## src/rtl/core/ffba_pkg.sv

```systemverilog
// Shared types and constants of the first-fit block allocator.
package ffba_pkg;

    localparam int FIELD_W    = 11;
    localparam int STATUS_W   = 3;
    localparam int ALIGN_BITS = 3;
    localparam int ALIGN_ADD  = 7;

    typedef enum logic [STATUS_W-1:0] {
        ST_NEW       = 3'd0,
        ST_REUSED    = 3'd1,
        ST_OOM       = 3'd2,
        ST_FREED     = 3'd3,
        ST_NULL      = 3'd4,
        ST_NOT_FOUND = 3'd5
    } ffba_status_t;

    typedef enum logic {
        FUNC_ALLOC = 1'b0,
        FUNC_FREE  = 1'b1
    } ffba_func_t;

    typedef enum logic [1:0] {
        S_IDLE,
        S_SCAN,
        S_APPEND,
        S_DONE
    } ffba_state_t;

endpackage

```

## src/rtl/core/first_fit_block_allocator_unit.sv

```systemverilog
// Top level of the first-fit block allocator.
//
//   Channel | Direction | Handshake            | Beat contents
//   --------+-----------+----------------------+-------------------------------------
//   in      | inbound   | in_valid / in_ready  | func, request_size, address
//   out     | outbound  | out_valid / out_ready| status, address_out, block_size
//
// One beat is worked on at a time. A null free skips the table scan and goes straight to
// the done state; its result is loaded once the output register is free. Any other beat
// scans the table entries in order: a hit ends the scan at once, a miss ends it after the
// last entry, and an allocate miss then passes through the append state. The next beat is
// accepted once the result has moved to the output register. The scan is paced by the
// single read port of the block table, which returns one entry per cycle as registered
// read data; reads are issued back to back so the scan runs at a full entry per cycle.
// Reset clears the entry count, the bump offset and the output valid flag. The table
// itself is not cleared: only entries below the count are read, and each of those has
// been written. A result waiting in the output register does not stop the next beat
// from being accepted; the scan then holds its result until the register is free.
//
// The table holds, per block, its start offset, the stored payload size and a free
// mark. An allocate beat reuses the first free block large enough, without splitting
// it, else appends a block of header plus request, rounded up to eight bytes, at the
// bump offset, else reports out of memory (also when the table is full). A free beat
// marks the block whose payload offset matches; an unknown offset is reported rather
// than acted on, and an address of zero is ignored.
module first_fit_block_allocator_unit
    import ffba_pkg::*;
#(
    parameter int POOL_BYTES   = 1024,
    parameter int HEADER_BYTES = 24,
    parameter int MAX_BLOCKS   = 64
)
(
    input  logic                clk,
    input  logic                rst_n,
    input  logic                in_valid,
    output logic                in_ready,
    input  logic                func,
    input  logic [FIELD_W-1:0]  request_size,
    input  logic [FIELD_W-1:0]  address,
    output logic                out_valid,
    input  logic                out_ready,
    output logic [STATUS_W-1:0] status,
    output logic [FIELD_W-1:0]  address_out,
    output logic [FIELD_W-1:0]  block_size
);

    // Offsets run from zero up to the pool size itself (the bump offset of a full pool).
    localparam int OFF_W  = $clog2(POOL_BYTES + 1);
    localparam int IDX_W  = $clog2(MAX_BLOCKS);
    localparam int CNT_W  = $clog2(MAX_BLOCKS + 1);
    localparam int DATA_W = OFF_W + FIELD_W + 1;

    logic              rd_en;
    logic [IDX_W-1:0]  rd_addr;
    logic [DATA_W-1:0] rd_data;
    logic              wr_en;
    logic [IDX_W-1:0]  wr_addr;
    logic [DATA_W-1:0] wr_data;

    ffba_ctrl #(
        .POOL_BYTES   (POOL_BYTES),
        .HEADER_BYTES (HEADER_BYTES),
        .MAX_BLOCKS   (MAX_BLOCKS),
        .OFF_W        (OFF_W),
        .IDX_W        (IDX_W),
        .CNT_W        (CNT_W),
        .DATA_W       (DATA_W)
    ) u_ctrl (
        .clk          (clk),
        .rst_n        (rst_n),
        .in_valid     (in_valid),
        .in_ready     (in_ready),
        .func         (func),
        .request_size (request_size),
        .address      (address),
        .out_valid    (out_valid),
        .out_ready    (out_ready),
        .status       (status),
        .address_out  (address_out),
        .block_size   (block_size),
        .rd_en        (rd_en),
        .rd_addr      (rd_addr),
        .rd_data      (rd_data),
        .wr_en        (wr_en),
        .wr_addr      (wr_addr),
        .wr_data      (wr_data)
    );

    // The free mark is only ever written in the cycle after its entry was read, and the
    // next scan starts only after that write, so reads never see a stale entry.
    ffba_table #(
        .DEPTH  (MAX_BLOCKS),
        .IDX_W  (IDX_W),
        .DATA_W (DATA_W)
    ) u_table (
        .clk     (clk),
        .rd_en   (rd_en),
        .rd_addr (rd_addr),
        .rd_data (rd_data),
        .wr_en   (wr_en),
        .wr_addr (wr_addr),
        .wr_data (wr_data)
    );

endmodule

```

## src/rtl/core/ffba_table.sv

```systemverilog
// Block table memory: one write port, one read port with registered read data.
module ffba_table
    import ffba_pkg::*;
#(
    parameter int DEPTH  = 64,
    parameter int IDX_W  = 6,
    parameter int DATA_W = 23
)
(
    input  logic              clk,
    input  logic              rd_en,
    input  logic [IDX_W-1:0]  rd_addr,
    output logic [DATA_W-1:0] rd_data,
    input  logic              wr_en,
    input  logic [IDX_W-1:0]  wr_addr,
    input  logic [DATA_W-1:0] wr_data
);

    logic [DATA_W-1:0] mem [DEPTH];
    logic [DATA_W-1:0] rd_data_reg;

    always_ff @(posedge clk)
    begin
        if (wr_en)
        begin
            mem[wr_addr] <= wr_data;
        end
    end

    always_ff @(posedge clk)
    begin
        if (rd_en)
        begin
            rd_data_reg <= mem[rd_addr];
        end
    end

    assign rd_data = rd_data_reg;

endmodule

```

## src/rtl/core/ffba_ctrl.sv

```systemverilog
// Allocator sequencer: table scan, append arithmetic and result register.
module ffba_ctrl
    import ffba_pkg::*;
#(
    parameter int POOL_BYTES   = 1024,
    parameter int HEADER_BYTES = 24,
    parameter int MAX_BLOCKS   = 64,
    parameter int OFF_W        = 11,
    parameter int IDX_W        = 6,
    parameter int CNT_W        = 7,
    parameter int DATA_W       = 23
)
(
    input  logic                clk,
    input  logic                rst_n,
    input  logic                in_valid,
    output logic                in_ready,
    input  logic                func,
    input  logic [FIELD_W-1:0]  request_size,
    input  logic [FIELD_W-1:0]  address,
    output logic                out_valid,
    input  logic                out_ready,
    output logic [STATUS_W-1:0] status,
    output logic [FIELD_W-1:0]  address_out,
    output logic [FIELD_W-1:0]  block_size,
    output logic                rd_en,
    output logic [IDX_W-1:0]    rd_addr,
    input  logic [DATA_W-1:0]   rd_data,
    output logic                wr_en,
    output logic [IDX_W-1:0]    wr_addr,
    output logic [DATA_W-1:0]   wr_data
);

    localparam int SUM_W = ((OFF_W > FIELD_W) ? OFF_W : FIELD_W) + 2;

    ffba_state_t         state_reg, state_next;
    logic                func_reg, func_next;
    logic [FIELD_W-1:0]  req_reg, req_next;
    logic [FIELD_W-1:0]  addr_reg, addr_next;
    logic [CNT_W-1:0]    issue_reg, issue_next;
    logic [IDX_W-1:0]    chk_idx_reg, chk_idx_next;
    logic                pend_reg, pend_next;
    logic [CNT_W-1:0]    count_reg, count_next;
    logic [OFF_W-1:0]    bump_reg, bump_next;
    ffba_status_t        res_status_reg, res_status_next;
    logic [FIELD_W-1:0]  res_addr_reg, res_addr_next;
    logic [FIELD_W-1:0]  res_size_reg, res_size_next;
    logic                out_valid_reg, out_valid_next;
    ffba_status_t        out_status_reg, out_status_next;
    logic [FIELD_W-1:0]  out_addr_reg, out_addr_next;
    logic [FIELD_W-1:0]  out_size_reg, out_size_next;

    logic [OFF_W-1:0]    ent_start;
    logic [FIELD_W-1:0]  ent_size;
    logic                ent_free;
    logic [SUM_W-1:0]    pay_addr;
    logic                alloc_hit;
    logic                free_hit;
    logic                hit;
    logic                exhausted;
    logic [SUM_W-1:0]    new_sum;
    logic [SUM_W-1:0]    total;
    logic [SUM_W-1:0]    end_sum;
    logic [SUM_W-1:0]    new_pay;
    logic                fits;
    logic                in_accept;
    logic                out_free;

    assign ent_start = rd_data[DATA_W-1 -: OFF_W];
    assign ent_size  = rd_data[1 +: FIELD_W];
    assign ent_free  = rd_data[0];

    assign pay_addr  = SUM_W'(ent_start) + SUM_W'(HEADER_BYTES);
    assign alloc_hit = ent_free && (ent_size >= req_reg);
    assign free_hit  = (pay_addr == SUM_W'(addr_reg));
    assign hit       = pend_reg && ((func_reg == FUNC_FREE) ? free_hit : alloc_hit);
    assign exhausted = !pend_reg && (issue_reg >= count_reg);

    // New block: header plus request, rounded up to the alignment.
    assign new_sum = SUM_W'(HEADER_BYTES) + SUM_W'(req_reg) + SUM_W'(ALIGN_ADD);
    assign total   = {new_sum[SUM_W-1:ALIGN_BITS], {ALIGN_BITS{1'b0}}};
    assign end_sum = SUM_W'(bump_reg) + total;
    assign new_pay = SUM_W'(bump_reg) + SUM_W'(HEADER_BYTES);
    assign fits    = (count_reg < CNT_W'(MAX_BLOCKS)) && (end_sum <= SUM_W'(POOL_BYTES));

    assign in_ready  = (state_reg == S_IDLE);
    assign in_accept = in_valid && in_ready;
    assign out_free  = !out_valid_reg || out_ready;

    always_comb
    begin
        state_next = state_reg;
        unique case (state_reg)
            S_IDLE:
            begin
                if (in_accept)
                begin
                    if ((func == FUNC_FREE) && (address == '0))
                    begin
                        state_next = S_DONE;
                    end
                    else
                    begin
                        state_next = S_SCAN;
                    end
                end
            end
            S_SCAN:
            begin
                if (hit)
                begin
                    state_next = S_DONE;
                end
                else if (exhausted)
                begin
                    state_next = (func_reg == FUNC_FREE) ? S_DONE : S_APPEND;
                end
            end
            S_APPEND:
            begin
                state_next = S_DONE;
            end
            S_DONE:
            begin
                if (out_free)
                begin
                    state_next = S_IDLE;
                end
            end
            default:
            begin
                state_next = S_IDLE;
            end
        endcase
    end

    always_comb
    begin
        func_next       = func_reg;
        req_next        = req_reg;
        addr_next       = addr_reg;
        issue_next      = issue_reg;
        chk_idx_next    = chk_idx_reg;
        pend_next       = 1'b0;
        count_next      = count_reg;
        bump_next       = bump_reg;
        res_status_next = res_status_reg;
        res_addr_next   = res_addr_reg;
        res_size_next   = res_size_reg;
        out_valid_next  = out_valid_reg && !out_ready;
        out_status_next = out_status_reg;
        out_addr_next   = out_addr_reg;
        out_size_next   = out_size_reg;
        rd_en           = 1'b0;
        rd_addr         = issue_reg[IDX_W-1:0];
        wr_en           = 1'b0;
        wr_addr         = chk_idx_reg;
        wr_data         = {ent_start, ent_size, (func_reg == FUNC_FREE)};

        unique case (state_reg)
            S_IDLE:
            begin
                if (in_accept)
                begin
                    func_next       = func;
                    req_next        = request_size;
                    addr_next       = address;
                    issue_next      = '0;
                    res_status_next = ST_NULL;
                    res_addr_next   = '0;
                    res_size_next   = '0;
                end
            end
            S_SCAN:
            begin
                if (issue_reg < count_reg)
                begin
                    rd_en        = 1'b1;
                    pend_next    = 1'b1;
                    chk_idx_next = issue_reg[IDX_W-1:0];
                    issue_next   = issue_reg + CNT_W'(1);
                end
                if (hit)
                begin
                    wr_en         = 1'b1;
                    res_size_next = ent_size;
                    if (func_reg == FUNC_FREE)
                    begin
                        res_status_next = ST_FREED;
                        res_addr_next   = '0;
                    end
                    else
                    begin
                        res_status_next = ST_REUSED;
                        res_addr_next   = pay_addr[FIELD_W-1:0];
                    end
                end
                else if (exhausted)
                begin
                    res_status_next = ST_NOT_FOUND;
                    res_addr_next   = '0;
                    res_size_next   = '0;
                end
            end
            S_APPEND:
            begin
                if (fits)
                begin
                    wr_en           = 1'b1;
                    wr_addr         = count_reg[IDX_W-1:0];
                    wr_data         = {bump_reg, req_reg, 1'b0};
                    count_next      = count_reg + CNT_W'(1);
                    bump_next       = end_sum[OFF_W-1:0];
                    res_status_next = ST_NEW;
                    res_addr_next   = new_pay[FIELD_W-1:0];
                    res_size_next   = req_reg;
                end
                else
                begin
                    res_status_next = ST_OOM;
                    res_addr_next   = '0;
                    res_size_next   = '0;
                end
            end
            S_DONE:
            begin
                if (out_free)
                begin
                    out_valid_next  = 1'b1;
                    out_status_next = res_status_reg;
                    out_addr_next   = res_addr_reg;
                    out_size_next   = res_size_reg;
                end
            end
            default:
            begin
                pend_next = 1'b0;
            end
        endcase
    end

    always_ff @(posedge clk or negedge rst_n)
    begin
        if (!rst_n)
        begin
            state_reg     <= S_IDLE;
            pend_reg      <= 1'b0;
            count_reg     <= '0;
            bump_reg      <= '0;
            out_valid_reg <= 1'b0;
        end
        else
        begin
            state_reg     <= state_next;
            pend_reg      <= pend_next;
            count_reg     <= count_next;
            bump_reg      <= bump_next;
            out_valid_reg <= out_valid_next;
        end
    end

    always_ff @(posedge clk)
    begin
        func_reg       <= func_next;
        req_reg        <= req_next;
        addr_reg       <= addr_next;
        issue_reg      <= issue_next;
        chk_idx_reg    <= chk_idx_next;
        res_status_reg <= res_status_next;
        res_addr_reg   <= res_addr_next;
        res_size_reg   <= res_size_next;
        out_status_reg <= out_status_next;
        out_addr_reg   <= out_addr_next;
        out_size_reg   <= out_size_next;
    end

    assign out_valid   = out_valid_reg;
    assign status      = out_status_reg;
    assign address_out = out_addr_reg;
    assign block_size  = out_size_reg;

endmodule

```

## config.mk

```make
export PLATFORM = sky130hd
export DESIGN_NAME = first_fit_block_allocator_unit
export DESIGN_NICKNAME = d
export VERILOG_FILES = /design/src/rtl/core/ffba_pkg.sv /design/src/rtl/core/first_fit_block_allocator_unit.sv /design/src/rtl/core/ffba_table.sv /design/src/rtl/core/ffba_ctrl.sv
export SDC_FILE = /design/constraint.sdc
export NUM_CORES = 2
export LEC_CHECK = 0
export BUFFER_PORTS_ARGS = -buffer_cell sky130_fd_sc_hd__buf_2
export CELL_PAD_IN_SITES_DETAIL_PLACEMENT = 0
export CELL_PAD_IN_SITES_GLOBAL_PLACEMENT = 1
export CORE_MARGIN = 4
export CORE_UTILIZATION = 57
export CTS_CLUSTER_SIZE = 40
export DETAILED_ROUTE_END_ITERATION = 10
export PLACE_DENSITY_LB_ADDON = 0.12
export SKIP_LAST_GASP = 1
export SYNTH_ARGS = -nofsm -noshare
export SYNTH_HDL_FRONTEND = slang
export SYNTH_SLANG_ARGS = --single-unit
```

## constraint.sdc

```tcl
create_clock -name clk -period 10.7 [get_ports clk]
set_clock_uncertainty 0.2 [all_clocks]
set_input_delay 1.07 -clock clk [delete_from_list [all_inputs] [get_ports clk]]
set_output_delay 1.07 -clock clk [all_outputs]
set_load 0.02 [all_outputs]
```

==> impl_metrics.py <==
metrics = {
    "timing": {
        "finalSetupViolCount": 0,
        "hold_viol_final": 0,
        "fin_setup_tns_ns": 0,
        "slew_viol_final": 0,
        "tightest_slew_ns": 1.40,
        "rsz0062_at_grt": "false",
        "fin_crit_ns": 6.45,
        "slew_headroom": 0.0651,
        "max_clock_freq_mhz": 155,
        "fin_crit_sh": 0.602,
    },
    "drt": {
        "num_vias": 29729,
        "drc": 0,
        "drtAntennaViolNets": 0,
        "drtPass1Iterations": 6,
        "wl_per_cell_um": 33.2,
        "viasPerCell": 6.51,
        "wirelength_um": 152000,
        "drt_iter0_drc": 3471,
    },
    "cts": {
        "numClockSinks": 1600,
        "clockBufferDepth": 3,
        "ctsHoldBuffers": 0,
        "h-tree-depth": 4,
        "numCtsBuffers": 160,
        "clockRootBuffer": "clkbuf_16",
        "cts_tree": "yes",
        "clk_pin_slew_ns": 0.06,
        "insertion_delay_ns": 0.76,
        "cts_resized": 0,
        "postCtsSetupBuffers": 0,
    },
    "logic_synthesis": {
        "ys_types": 73,
        "ys_async_sr_fraction": 0.0119,
        "avgSynthCellArea_um2": 22.6,
        "syn_area_um2": 63000,
        "yosysMostFrequentCell": "edfxtp_1",
        "synthFlopType": "edfxtp_1",
        "synthTopCellsByArea": "edfxtp_1 (75%), mux4_2 (17%), dfrtp_1 (0.75%), ha_1 (0.71%), nand2_1 (0.66%)",
        "synth-seq-area-share": 0.761,
        "synth_common_cells": "edfxtp_1 (1581), mux4_2 (483), nand2_1 (111)",
        "synthesis.nets": 2851,
        "yosys.area.top_type": "edfxtp_1",
        "synth_top_cell_area_share": 0.753,
        "netlist_instances": 2787,
        "synth_warnings": 0,
        "synth-seq-cells": 1600,
        "synth_edf_count": 1581,
    },
    "setup_path": {
        "r2r_cells": 16,
        "r2r_setup_slack_ns": 4.25,
        "cp-start-kind": "flop",
        "path_max_fanout": 64,
        "rr_startpoint": "u_ctrl.req_reg[3]",
        "crit_path_end_kind": "flop",
        "path_class": "reg2reg",
        "r2r_end": "u_table.mem[32][9]",
        "worstPathArrival_ns": 6.59,
        "required_ns": 10.85,
    },
    "flow_run": {
        "drv_cap": 0,
    },
    "run_status": {
        "status": "completed",
    },
    "placement": {
        "dp.cells": 4276,
        "dpl.hpwl_um": 91800,
        "placed_area_um2": 65600,
        "port_buffers": 53,
        "routabilityCongestion": 0.865,
    },
    "worst_hold_path": {
        "min_path_type": "in2async",
    },
    "finish": {
        "seq_area_um2": 48000,
        "multiInputGateArea_um2": 14600,
        "finish.utilization": 0.646,
        "largest_reg_flops": 1472,
        "layout-drive-gt1-share": 0.317,
        "nets": 3026,
        "fin_area_um2": 70600,
        "area_delta_synth_final_pct": 12.1,
        "nFillCells": 7227,
        "fin_cells": 4564,
    },
    "floorplan": {
        "die_h_um": 341,
        "dieArea_um2": 116000,
        "core.rowCount": 121,
        "die_x_um": 341,
        "core_area_um2": 109000,
        "ioPinCount": 54,
        "start_util": 0.577,
    },
    "power_and_ir_drop": {
        "power_w": 0.0209,
        "vdd_drop_max_v": 0.000261,
        "p_leak_nw": 22.0,
        "p_per_area_nw_per_um2": 296,
    },
    "global_routing": {
        "grt_overflow": 0,
        "antenna_found_initial": 10,
        "grt_max_degree": 148,
        "grtUsageTotal": 0.267,
        "first_global_vias": 29964,
        "grt_pass1_wl_um": 220000,
    },
}
## critical path, cell delays in order (launching register included)
cell and delay [ns]:
edfxtp_1 0.47, inv_1 0.18, ha_1 0.26, xnor2_1 0.18, nor4b_1 0.53, xnor2_1 0.16, ha_1 0.36, a21o_1 0.20
a21oi_1 0.12, o21ai_0 0.21, a21oi_1 0.34, mux2i_2 0.26, buf_4 0.30, a21o_2 0.50, buf_4 0.59, nand2_1 0.14
nand2_2 0.94
## routing by layer
metal / global-route usage / up-vias / part of all wire
li1: - / 12127 / -
met1: 0.402 / 15958 / 0.41
met2: 0.402 / 1412 / 0.47
met3: 0.0535 / 228 / 0.085
met4: 0.0888 / 4 / 0.035
met5: 0 / - / 0.00018
## power breakdown
| part | switching [W] | total (W) | internal [W] | leakage [nW] |
|---|---|---|---|---|
| logic | 0.00447 | 0.00689 | 0.00242 | 5.06 |
| registers | 0.000240 | 0.00866 | 0.00842 | 14.5 |
| clock network | 0.00229 | 0.00533 | 0.00304 | 2.43 |
| total | 0.00699 | 0.0209 | 0.0139 | 22.0 |
## final cells by class
cell class              instances  area share
flip-flops and latches       1600       0.679
clock inverters                85      0.0108
inverters                      34     0.00181
repair buffers                154      0.0156
clock buffers                 201      0.0598
well taps                    1476      0.0261
multi-input cells            1012       0.207
diodes                          2   0.0000709
## how the worst max path moves through the flow
stage	slack, ns	cells past startpoint	end	from
floorplan	3.96	15	u_table.mem[0][1]	u_ctrl.req_reg[3]
global placement	4.45	16	u_table.mem[60][20]	u_ctrl.req_reg[3]
detailed placement	4.38	16	u_table.mem[60][16]	u_ctrl.req_reg[3]
CTS	4.34	16	u_table.mem[60][1]	u_ctrl.req_reg[3]
global route	3.96	16	u_table.mem[32][9]	u_ctrl.req_reg[3]
finish	4.25	16	u_table.mem[32][9]	u_ctrl.req_reg[3]
## kinds of logic (layout without fill, tap and decap cells)
logic type | count (synthesis) | after routing | share of synthesized area
AO/OA/AOI/OAI | 121 | 121 | 0.0167
XOR/XNOR | 47 | 47 | 0.00653
adder cells (fa/ha/maj) | 38 | 38 | 0.00762
buffers and inverters | 175 | 474 | 0.0114
flip-flops | 1600 | 1600 | 0.761
multiplexers | 491 | 491 | 0.174
other | 0 | 2 | 0
AND/OR/NAND/NOR | 315 | 315 | 0.0228
## layout by cell type, fill, tap and decap left out, types with 32 or more instances in the layout
master     Yosys  routed
clkbuf_1      75      38
buf_4          4      95
nor2_2         0      63
edfxtp_1    1581    1581
ha_1          36      36
clkinv_1       2      34
inv_1         32      32
buf_2         20      53
clkbuf_16      0     163
nor2_1       105      41
nand2_1      111      95
mux4_2       483     483
## metrics by stage
| stage | worst slack [ns] | hold WS (ns) |
|---|---|---|
| after global placement | 4.45 | 0.204 |
| after global routing | 3.96 | 0.126 |
| after floorplan | 3.96 | 0.200 |
| after detailed placement | 4.38 | 0.205 |
| final | 4.25 | 0.102 |
| after CTS | 4.34 | 0.0783 |
No activity file was read; power rests on OpenSTA's default activity.
